==> src/rtl/core/ssd_pkg.sv <==
// Shared types, bus constants and the segment encoder for the display driver.
package ssd_pkg;

  localparam int QUEUE_DEPTH_DEF = 2;

  // Operation kinds handed from the front to the back.
  localparam logic [1:0] KIND_NOP  = 2'd0;
  localparam logic [1:0] KIND_LOAD = 2'd1;
  localparam logic [1:0] KIND_TICK = 2'd2;

  localparam logic [7:0] CMD_DATA_AUTO  = 8'h44;
  localparam logic [7:0] CMD_DISPLAY_ON = 8'h8F;
  localparam logic [7:0] ADDR_BASE      = 8'hC0;
  localparam logic [7:0] POINT_BIT      = 8'h80;
  localparam logic [7:0] DASH_SEGS      = 8'h40;
  localparam logic [7:0] CHAR_DASH      = 8'h2D;
  localparam logic [7:0] CHAR_DOT       = 8'h2E;

  typedef struct packed {
    logic [1:0]      kind;
    logic [3:0][7:0] segs;
  } op_t;

  typedef struct packed {
    logic clk_level;
    logic dio_level;
    logic busy_res;
    logic frame_end;
  } result_t;

  function automatic logic [7:0] encode_digit(input logic [7:0] ch, input logic [7:0] mark);
    logic [7:0] v;
    v = 8'h00;
    if (ch == CHAR_DASH) begin
      v = DASH_SEGS;
    end else if (ch inside {[8'h30:8'h39]}) begin
      case (ch[3:0])
        4'd0: v = 8'h3F;
        4'd1: v = 8'h06;
        4'd2: v = 8'h5B;
        4'd3: v = 8'h4F;
        4'd4: v = 8'h66;
        4'd5: v = 8'h6D;
        4'd6: v = 8'h7D;
        4'd7: v = 8'h07;
        4'd8: v = 8'h7F;
        4'd9: v = 8'h6F;
        default: v = 8'h00;
      endcase
    end
    if (mark == CHAR_DOT) begin
      v = v | POINT_BIT;
    end
    return v;
  endfunction

endpackage

==> src/rtl/core/ssd_front.sv <==
// Front end: accepts input items, classifies them and encodes the digits.
module ssd_front (
  input  logic             item_valid,
  output logic             item_stall,
  input  logic             command,
  input  logic [3:0]       byte_count,
  input  logic [3:0][7:0]  chars,
  input  logic [3:0][7:0]  marks,
  input  logic             q_full,
  output logic             push,
  output ssd_pkg::op_t     op
);
  import ssd_pkg::*;

  assign item_stall = q_full;
  assign push       = item_valid && !q_full;

  always_comb begin
    op = '0;
    if (command) begin
      op.kind = KIND_TICK;
    end else if (byte_count[3]) begin
      // eight or more bytes: a full frame
      op.kind = KIND_LOAD;
    end else begin
      op.kind = KIND_NOP;
    end
    for (int n = 0; n < 4; n++) begin
      op.segs[n] = encode_digit(chars[n], marks[n]);
    end
  end

endmodule

==> src/rtl/core/ssd_queue.sv <==
// Short queue of classified operations between front and back.
module ssd_queue #(
  parameter int DEPTH = ssd_pkg::QUEUE_DEPTH_DEF
) (
  input  logic         clk,
  input  logic         rst,
  input  logic         push,
  input  ssd_pkg::op_t push_op,
  output logic         full,
  output logic         q_valid,
  input  logic         pop,
  output ssd_pkg::op_t head
);
  import ssd_pkg::*;

  localparam int PW = (DEPTH > 1) ? $clog2(DEPTH) : 1;
  localparam int CW = $clog2(DEPTH + 1);
  localparam logic [PW-1:0] LAST = PW'(DEPTH - 1);

  op_t          entries [DEPTH];
  logic [PW-1:0] wr_ptr;
  logic [PW-1:0] rd_ptr;
  logic [CW-1:0] count;

  assign full    = (count == CW'(DEPTH));
  assign q_valid = (count != '0);
  assign head    = entries[rd_ptr];

  always_ff @(posedge clk) begin
    if (push) begin
      entries[wr_ptr] <= push_op;
    end
  end

  always_ff @(posedge clk) begin
    if (rst) begin
      wr_ptr <= '0;
      rd_ptr <= '0;
      count  <= '0;
    end else begin
      if (push) begin
        wr_ptr <= (wr_ptr == LAST) ? '0 : wr_ptr + 1'b1;
      end
      if (pop) begin
        rd_ptr <= (rd_ptr == LAST) ? '0 : rd_ptr + 1'b1;
      end
      if (push && !pop) begin
        count <= count + 1'b1;
      end else if (pop && !push) begin
        count <= count - 1'b1;
      end
    end
  end

endmodule

==> src/rtl/core/ssd_back.sv <==
// Back end: bus sequencer, pin state and the result register.
module ssd_back (
  input  logic            clk,
  input  logic            rst,
  input  logic            q_valid,
  input  ssd_pkg::op_t    head,
  output logic            pop,
  output logic            result_valid,
  input  logic            result_stall,
  output ssd_pkg::result_t res
);
  import ssd_pkg::*;

  localparam logic [1:0] PART_START = 2'd0;
  localparam logic [1:0] PART_BYTE  = 2'd1;
  localparam logic [1:0] PART_STOP  = 2'd2;
  localparam logic [2:0] TXN_FIRST  = 3'd0;
  localparam logic [2:0] TXN_LAST   = 3'd5;
  localparam logic [3:0] ACK_BIT    = 4'd8;

  logic [3:0][7:0] segs, segs_next;
  logic            busy, busy_next;
  logic            clk_pin, clk_pin_next;
  logic            dio_pin, dio_pin_next;
  logic [2:0]      txn, txn_next;
  logic [1:0]      part, part_next;
  logic [1:0]      pos, pos_next;
  logic            byte_idx, byte_idx_next;
  logic [3:0]      bit_k, bit_k_next;
  logic [1:0]      ph, ph_next;
  logic            frame_end;

  logic [1:0] digit;
  logic [7:0] data;
  logic       byte_last;

  assign pop = q_valid && (!result_valid || !result_stall);

  assign digit     = txn[1:0] - 2'd1;
  assign byte_last = (txn == TXN_FIRST) || (txn == TXN_LAST) || byte_idx;

  always_comb begin
    if (byte_idx) begin
      data = segs[digit];
    end else if (txn == TXN_FIRST) begin
      data = CMD_DATA_AUTO;
    end else if (txn == TXN_LAST) begin
      data = CMD_DISPLAY_ON;
    end else begin
      data = ADDR_BASE | {6'd0, digit};
    end
  end

  always_comb begin
    segs_next     = segs;
    busy_next     = busy;
    clk_pin_next  = clk_pin;
    dio_pin_next  = dio_pin;
    txn_next      = txn;
    part_next     = part;
    pos_next      = pos;
    byte_idx_next = byte_idx;
    bit_k_next    = bit_k;
    ph_next       = ph;
    frame_end     = 1'b0;
    if (pop && head.kind == KIND_LOAD && !busy) begin
      segs_next     = head.segs;
      busy_next     = 1'b1;
      txn_next      = TXN_FIRST;
      part_next     = PART_START;
      pos_next      = 2'd0;
      byte_idx_next = 1'b0;
      bit_k_next    = '0;
      ph_next       = '0;
    end else if (pop && head.kind == KIND_TICK && busy) begin
      case (part)
        PART_START: begin
          case (pos)
            2'd0: clk_pin_next = 1'b1;
            2'd1: dio_pin_next = 1'b1;
            2'd2: dio_pin_next = 1'b0;
            default: clk_pin_next = 1'b0;
          endcase
          pos_next = pos + 2'd1;
          if (pos == 2'd3) begin
            part_next     = PART_BYTE;
            byte_idx_next = 1'b0;
            bit_k_next    = '0;
            ph_next       = '0;
          end
        end
        PART_BYTE: begin
          case (ph)
            2'd0: begin
              clk_pin_next = 1'b0;
              ph_next      = 2'd1;
            end
            2'd1: begin
              // ack slot releases the data pin
              dio_pin_next = (bit_k == ACK_BIT) ? 1'b1 : data[bit_k[2:0]];
              ph_next      = 2'd2;
            end
            default: begin
              clk_pin_next = 1'b1;
              ph_next      = 2'd0;
              bit_k_next   = bit_k + 4'd1;
              if (bit_k == ACK_BIT) begin
                bit_k_next = '0;
                if (byte_last) begin
                  part_next = PART_STOP;
                  pos_next  = 2'd0;
                end else begin
                  byte_idx_next = 1'b1;
                end
              end
            end
          endcase
        end
        default: begin
          case (pos)
            2'd0: clk_pin_next = 1'b0;
            2'd1: dio_pin_next = 1'b0;
            2'd2: clk_pin_next = 1'b1;
            default: dio_pin_next = 1'b1;
          endcase
          pos_next = pos + 2'd1;
          if (pos == 2'd3) begin
            part_next = PART_START;
            if (txn == TXN_LAST) begin
              txn_next  = TXN_FIRST;
              busy_next = 1'b0;
              frame_end = 1'b1;
            end else begin
              txn_next = txn + 3'd1;
            end
          end
        end
      endcase
    end
  end

  always_ff @(posedge clk) begin
    if (rst) begin
      segs     <= '0;
      busy     <= 1'b0;
      clk_pin  <= 1'b1;
      dio_pin  <= 1'b1;
      txn      <= TXN_FIRST;
      part     <= PART_START;
      pos      <= '0;
      byte_idx <= 1'b0;
      bit_k    <= '0;
      ph       <= '0;
      result_valid <= 1'b0;
    end else begin
      segs     <= segs_next;
      busy     <= busy_next;
      clk_pin  <= clk_pin_next;
      dio_pin  <= dio_pin_next;
      txn      <= txn_next;
      part     <= part_next;
      pos      <= pos_next;
      byte_idx <= byte_idx_next;
      bit_k    <= bit_k_next;
      ph       <= ph_next;
      if (pop) begin
        result_valid <= 1'b1;
      end else if (!result_stall) begin
        result_valid <= 1'b0;
      end
    end
  end

  // Hold the result while stalled; load a new one on every pop.
  always_ff @(posedge clk) begin
    if (pop) begin
      res.clk_level <= clk_pin_next;
      res.dio_level <= dio_pin_next;
      res.busy_res  <= busy_next;
      res.frame_end <= frame_end;
    end
  end

endmodule

==> src/rtl/core/seven_segment_two_wire_display_driver.sv <==
// Top level: four-digit seven-segment driver for a two-wire clock/data bus.
// An item passes through the queue and then into the result register; a stall can hold it back.
// Throughput: one item per cycle unless stalled, set by the single-step back-end bus sequencer.
// A frame takes 318 tick items after its load; loads and ticks share the one input channel.
// Reset (synchronous, active high) empties the queue and result register, clears digits,
// leaves the bus idle with both pins high and not busy.
module seven_segment_two_wire_display_driver #(
  parameter int QUEUE_DEPTH = ssd_pkg::QUEUE_DEPTH_DEF
) (
  input  logic       clk,
  input  logic       rst,
  input  logic       item_valid,
  output logic       item_stall,
  input  logic       command,
  input  logic [3:0] byte_count,
  input  logic [7:0] pos0_char,
  input  logic [7:0] pos0_mark,
  input  logic [7:0] pos1_char,
  input  logic [7:0] pos1_mark,
  input  logic [7:0] pos2_char,
  input  logic [7:0] pos2_mark,
  input  logic [7:0] pos3_char,
  input  logic [7:0] pos3_mark,
  output logic       result_valid,
  input  logic       result_stall,
  output logic       clk_level,
  output logic       dio_level,
  output logic       busy_res,
  output logic       frame_end
);
  import ssd_pkg::*;

  logic            push;
  logic            q_full;
  logic            q_valid;
  logic            pop;
  op_t             push_op;
  op_t             head;
  result_t         res;
  logic [3:0][7:0] chars;
  logic [3:0][7:0] marks;

  assign chars = {pos3_char, pos2_char, pos1_char, pos0_char};
  assign marks = {pos3_mark, pos2_mark, pos1_mark, pos0_mark};

  ssd_front u_front (
    .item_valid (item_valid),
    .item_stall (item_stall),
    .command    (command),
    .byte_count (byte_count),
    .chars      (chars),
    .marks      (marks),
    .q_full     (q_full),
    .push       (push),
    .op         (push_op)
  );

  ssd_queue #(
    .DEPTH (QUEUE_DEPTH)
  ) u_queue (
    .clk     (clk),
    .rst     (rst),
    .push    (push),
    .push_op (push_op),
    .full    (q_full),
    .q_valid (q_valid),
    .pop     (pop),
    .head    (head)
  );

  ssd_back u_back (
    .clk          (clk),
    .rst          (rst),
    .q_valid      (q_valid),
    .head         (head),
    .pop          (pop),
    .result_valid (result_valid),
    .result_stall (result_stall),
    .res          (res)
  );

  assign clk_level = res.clk_level;
  assign dio_level = res.dio_level;
  assign busy_res  = res.busy_res;
  assign frame_end = res.frame_end;

  // The last write of a frame clears busy in the same result.
  a_end_not_busy: assert property (@(posedge clk) disable iff (rst)
    result_valid && frame_end |-> !busy_res)
    else $error("frame end reported while still busy");

  // Between frames the bus rests with both pins high.
  a_idle_pins_high: assert property (@(posedge clk) disable iff (rst)
    result_valid && !busy_res |-> clk_level && dio_level)
    else $error("bus not idle high outside a frame");

  // An entry that is not popped stays in the queue.
  a_queue_holds: assert property (@(posedge clk) disable iff (rst)
    q_valid && !pop |=> q_valid)
    else $error("queue entry lost");

endmodule

==> config.mk <==
export PLATFORM = sky130hd
export DESIGN_NAME = seven_segment_two_wire_display_driver
export DESIGN_NICKNAME = d
export VERILOG_FILES = /design/src/rtl/core/ssd_pkg.sv /design/src/rtl/core/ssd_front.sv /design/src/rtl/core/ssd_queue.sv /design/src/rtl/core/ssd_back.sv /design/src/rtl/core/seven_segment_two_wire_display_driver.sv
export SDC_FILE = /design/constraint.sdc
export NUM_CORES = 1
export LEC_CHECK = 0
export ABC_AREA = 1
export BUFFER_PORTS_ARGS = -buffer_cell sky130_fd_sc_hd__buf_2
export CORE_ASPECT_RATIO = 0.9
export CORE_MARGIN = 1
export CORE_UTILIZATION = 30
export CTS_CLUSTER_DIAMETER = 120
export CTS_CLUSTER_SIZE = 25
export DETAILED_ROUTE_END_ITERATION = 7
export PLACE_DENSITY = 0.44
export REMOVE_ABC_BUFFERS = 1
export SLEW_MARGIN = 20
export SYNTH_ARGS = -nofsm -noshare
export SYNTH_HDL_FRONTEND = slang
export SYNTH_SLANG_ARGS = --single-unit
==> constraint.sdc <==
create_clock -name clk -period 2.5 [get_ports clk]
set_input_delay 0.125 -clock clk [delete_from_list [all_inputs] [get_ports clk]]
set_output_delay 0.125 -clock clk [all_outputs]
set_load 0.005 [all_outputs]
==> PnR_summary.wiki <==
{| class="wikitable"
! Metric !! Value
|-
| CTS Root Cell || sky130_fd_sc_hd__clkbuf_16
|-
| Post-synthesis cell count || 740
|-
| Number of antenna violations at the first check in global routing || 0
|-
| Sw Ratio || 0.282
|-
| Type of the most critical hold path || input port to flop
|-
| Ys Warns || 0
|-
| Hold Crit Depth || 3
|-
| Count of buffering cells on the critical path with inverters included || 3
|-
| Insertion delay to the later sink of the worst-skew pair || 0.42 ns
|-
| Die Wd || roughly 160 um
|-
| CTS H-tree lvls || 4
|-
| First-pass iteration count of the detailed router || 4
|-
| Required time of the critical path || 2.68 ns
|-
| Clk slew on worst S/H paths || 0.06 ns
|-
| Critical R2R Capture || u_back.res[2]
|-
| Max Clock Skew || 0.00632 ns
|-
| Summed instance area of the synthesized netlist || about 6300 um^2
|-
| Crit path max fanout || 10
|-
| Peak supply drop || approximately 380 uV
|-
| Drc violations || 0
|-
| Worst max-slew margin expressed relative to the limit || 0.626
|-
| EDFF count, synth || 72
|-
| TritonCTS buffer count || 17
|-
| Clock period minus worst slack || 2.16 ns
|-
| Main synth FF type || sky130_fd_sc_hd__edfxtp_1
|-
| Final number of max-transition violations || 0
|-
| Sw Pwr || 1.90 mW
|-
| Mean post-synth cell area || ~8.6 um^2
|-
| Via count of the first global-routing pass || between 4000 and 5000
|-
| Initial cell density of the core || 0.306
|-
| Power share of the sequential group || 0.421
|-
| Leakage power || 3.37 nW
|-
| Buffers on Ports || 75
|-
| Proportion of synthesized chip area in sequential cells || 0.514
|-
| Count of endpoints failing setup in the final report || 0
|-
| Wire length per cell after detailed routing || roughly 12 um
|-
| Relative area change from synthesis to final layout || 23.1%
|-
| Final standard cell area without fillers || 7810 um^2
|-
| Non-filler instance count after layout || ~1100
|-
| Pin count of the biggest net entering global routing || 65
|-
| Layout cell share with drive strength beyond 1 || 0.168
|-
| Cell Int Power || 4.82 mW
|-
| Final hold viol count || 0
|-
| Max Root-Sink Buffers || 2
|-
| Setup crit start kind || flop
|-
| Dpl ws || 0.357 ns
|-
| Placed instance count || roughly 1100
|-
| Worst hold-check slack || 0.0610 ns
|-
| Total power divided by cell area || 860 nW/um^2
|-
| Number of antenna-violating nets in the routed design || 0
|-
| Critical path endpoint || u_back.res[2]
|-
| CTS sink cnt || 127
|-
| Reg-to-Reg Start || u_back.txn[1]
|-
| I/O Pins || 79
|-
| Data arrival time of the critical path || about 2.3 ns
|-
| Startpoint of the most critical setup path || u_back.txn[1]
|-
| Setup tns final || 0 ns
|-
| Hold Buf Count CTS || 11
|-
| Critical Path Sink Type || flop
|-
| HPWL Detailed || 9220 um
|-
| Gr usage total || 0.130
|-
| Worst slew pin tran || approximately 0.56 ns
|-
| Net count reported at finish || 940
|-
| Unrepaired setup endpoints after global routing || no
|-
| Run status || completed
|-
| Instance count on the critical path || 16
|-
| Slowest cell on crit path || sky130_fd_sc_hd__ha_1
|-
| Kind of cell adding the most delay to the critical path || simple AND/OR/NAND/NOR gates
|-
| Post-synth ARST share || 0
|-
| Kind of critical path || flop to flop
|-
| Filler Cell Count || approximately 2200
|-
| Series of cell instances along the critical path || inv_1 -> ha_1 -> inv_2 -> nand3_1 -> nand2_1 -> nand2_1 -> nand2_1 -> nand2_1 -> nand2_1 -> nand2_1 -> nand2_1 -> nand3_1 -> nand2_1 -> nand2_1 -> nand2_1 -> inv_1
|-
| Number of gates resized after CTS || 0
|-
| Setup slack after layout || 0.339 ns
|-
| Leftover overflow at the end of global routing || 0
|-
| Part of the power in the clock network || 0.398
|-
| Core outline area || roughly 21000 um^2
|-
| Number of max-cap violations || 0
|-
| DRC violation total after the first TritonRoute iteration || 254
|-
| Final weighted congestion in routability-driven placement || 0.808
|-
| Share of the clock period used by the worst path || 0.864
|-
| Logic depth of the worst register-to-register path || 16
|-
| Number of inserted diodes || 0
|-
| Most frequent cell on the critical path || sky130_fd_sc_hd__nand2_1
|-
| Drt total wl || 13300 um
|-
| Part of the total power dissipated in combinational logic || 0.181
|-
| Largest stage delay on the critical path || 0.40 ns
|-
| Placed instance area || a little over 7000 um^2
|-
| Per-cell via count in the routed design || ~4.4
|-
| Floorplan die area || 21800 um^2
|-
| CTS tree || done
|-
| Worst setup slack for register-to-register paths || 0.34 ns
|-
| Number of synthesized register bits || 127
|-
| First-pass GRT wire length || 22400 um
|-
| Distinct cell type count after synthesis || 43
|-
| Number of rows created at floorplan || 50
|-
| DR vias || 5028
|-
| Max frequency || 463 MHz
|-
| Setup fix buffers added after clock tree synthesis || 0
|-
| Die H || 140 um
|}
-- synthesized netlist by cell type (4+ instances only) --
library cell	instances	area [um^2]
sky130_fd_sc_hd__o21ai_0	54	270
sky130_fd_sc_hd__nor4_1	4	25.0
sky130_fd_sc_hd__nand3_1	28	140
sky130_fd_sc_hd__clkbuf_1	10	37.5
sky130_fd_sc_hd__nor2_1	95	357
sky130_fd_sc_hd__o21ai_1	8	40.0
sky130_fd_sc_hd__inv_2	8	30.0
sky130_fd_sc_hd__dfxtp_1	55	1100
sky130_fd_sc_hd__or2_2	4	25.0
sky130_fd_sc_hd__nand2_1	108	405
sky130_fd_sc_hd__inv_1	103	387
sky130_fd_sc_hd__a211oi_1	4	30.0
sky130_fd_sc_hd__ha_1	35	438
sky130_fd_sc_hd__buf_2	7	35.0
sky130_fd_sc_hd__a21oi_1	100	500
sky130_fd_sc_hd__nand4_1	4	25.0
sky130_fd_sc_hd__edfxtp_1	72	2160
sky130_fd_sc_hd__a31oi_1	7	43.8
-- stage by stage --
stage	util	power, mW
2_1_floorplan	-	3.66
3_3_place_gp	0.340	4.07
3_5_place_dp	0.340	4.09
4_1_cts	0.376	6.83
5_1_grt	0.376	7.13
6_report	0.376	6.72
-- layout make-up --
cell class	count	area, um^2	share of cell area
clock buffers	17	425	0.0544
clock inverters	15	218	0.0279
inverters	113	429	0.0549
multi-input cells	479	2570	0.329
flip-flops and latches	127	3260	0.418
well taps	286	358	0.0458
repair buffers	94	546	0.0698
-- state kept, by name (all words and copies together), names as in the netlist, named ones only --
register             flops
u_back.ph                2
u_queue.rd_ptr           1
u_back.segs             32
u_back.byte_idx          1
u_back.part              2
u_back.clk_pin           1
u_back.dio_pin           1
u_queue.entries         68
u_back.res               4
u_queue.count            2
u_back.pos               2
u_back.result_valid      1
u_back.txn               3
u_back.busy              1
u_back.bit_k             4
u_queue.wr_ptr           1
-- routing by layer --
layer	up-vias	wire [um]	part of all wire	global-route usage
met3	10	351	0.026	0.0334
met2	56	6120	0.46	0.209
met4	0	118	0.0089	0.0449
li1	2655	-	-	-
met1	2307	6690	0.50	0.168
met5	-	0	0	0
-- logic make-up after synthesis --
group           count (synthesis)  synth area share
simple gates                  253             0.170
compound gates                188             0.160
buf+inv                       134            0.0832
flops                         127             0.514
fa+ha+maj                      35            0.0690
xor+xnor                        3           0.00414
-- worst min path at each step --
stage	from	endpoint	slack, ns
floorplan	rst	u_back.busy	0.19
global placement	rst	u_back.result_valid	0.32
detailed placement	rst	u_back.result_valid	0.33
CTS	byte_count[3]	u_queue.entries[0][32]	0.03
global route	byte_count[3]	u_queue.entries[0][32]	0.06
finish	byte_count[3]	u_queue.entries[0][32]	0.06
-- worst register-to-register path: cells and delay by family, from the launching register on --
kind / cells / cell delay (ns)
adders and majority gates: 1 / 0.41
and+or+nand+nor: 12 / 0.81
DFF: 1 / 0.35
buffers and inverters: 3 / 0.36
-- power groups by stage --
stage          Sequential, mW  Clock (mW)  Combinational, mW
2_1_floorplan            2.88           0              0.783
3_3_place_gp             2.87           0               1.20
3_5_place_dp             2.87           0               1.22
4_1_cts                  2.83        2.75               1.25
5_1_grt                  2.87        2.83               1.42
6_report                 2.83        2.68               1.22
-- cell usage in the layout (no fill, tap or decap), types with 5 or more instances in the layout --
master,instances
sky130_fd_sc_hd__inv_2,8
sky130_fd_sc_hd__buf_2,75
sky130_fd_sc_hd__dfxtp_1,54
sky130_fd_sc_hd__nand3_1,28
sky130_fd_sc_hd__a31oi_1,7
sky130_fd_sc_hd__a21oi_1,100
sky130_fd_sc_hd__clkbuf_16,17
sky130_fd_sc_hd__nor2_1,93
sky130_fd_sc_hd__bufinv_16,5
sky130_fd_sc_hd__dlygate4sd3_1,11
sky130_fd_sc_hd__o21ai_0,54
sky130_fd_sc_hd__buf_4,8
sky130_fd_sc_hd__ha_1,35
sky130_fd_sc_hd__edfxtp_1,72
sky130_fd_sc_hd__o21ai_1,8
sky130_fd_sc_hd__inv_1,103
sky130_fd_sc_hd__nand2_1,108
(Power assumes the default switching activity.)
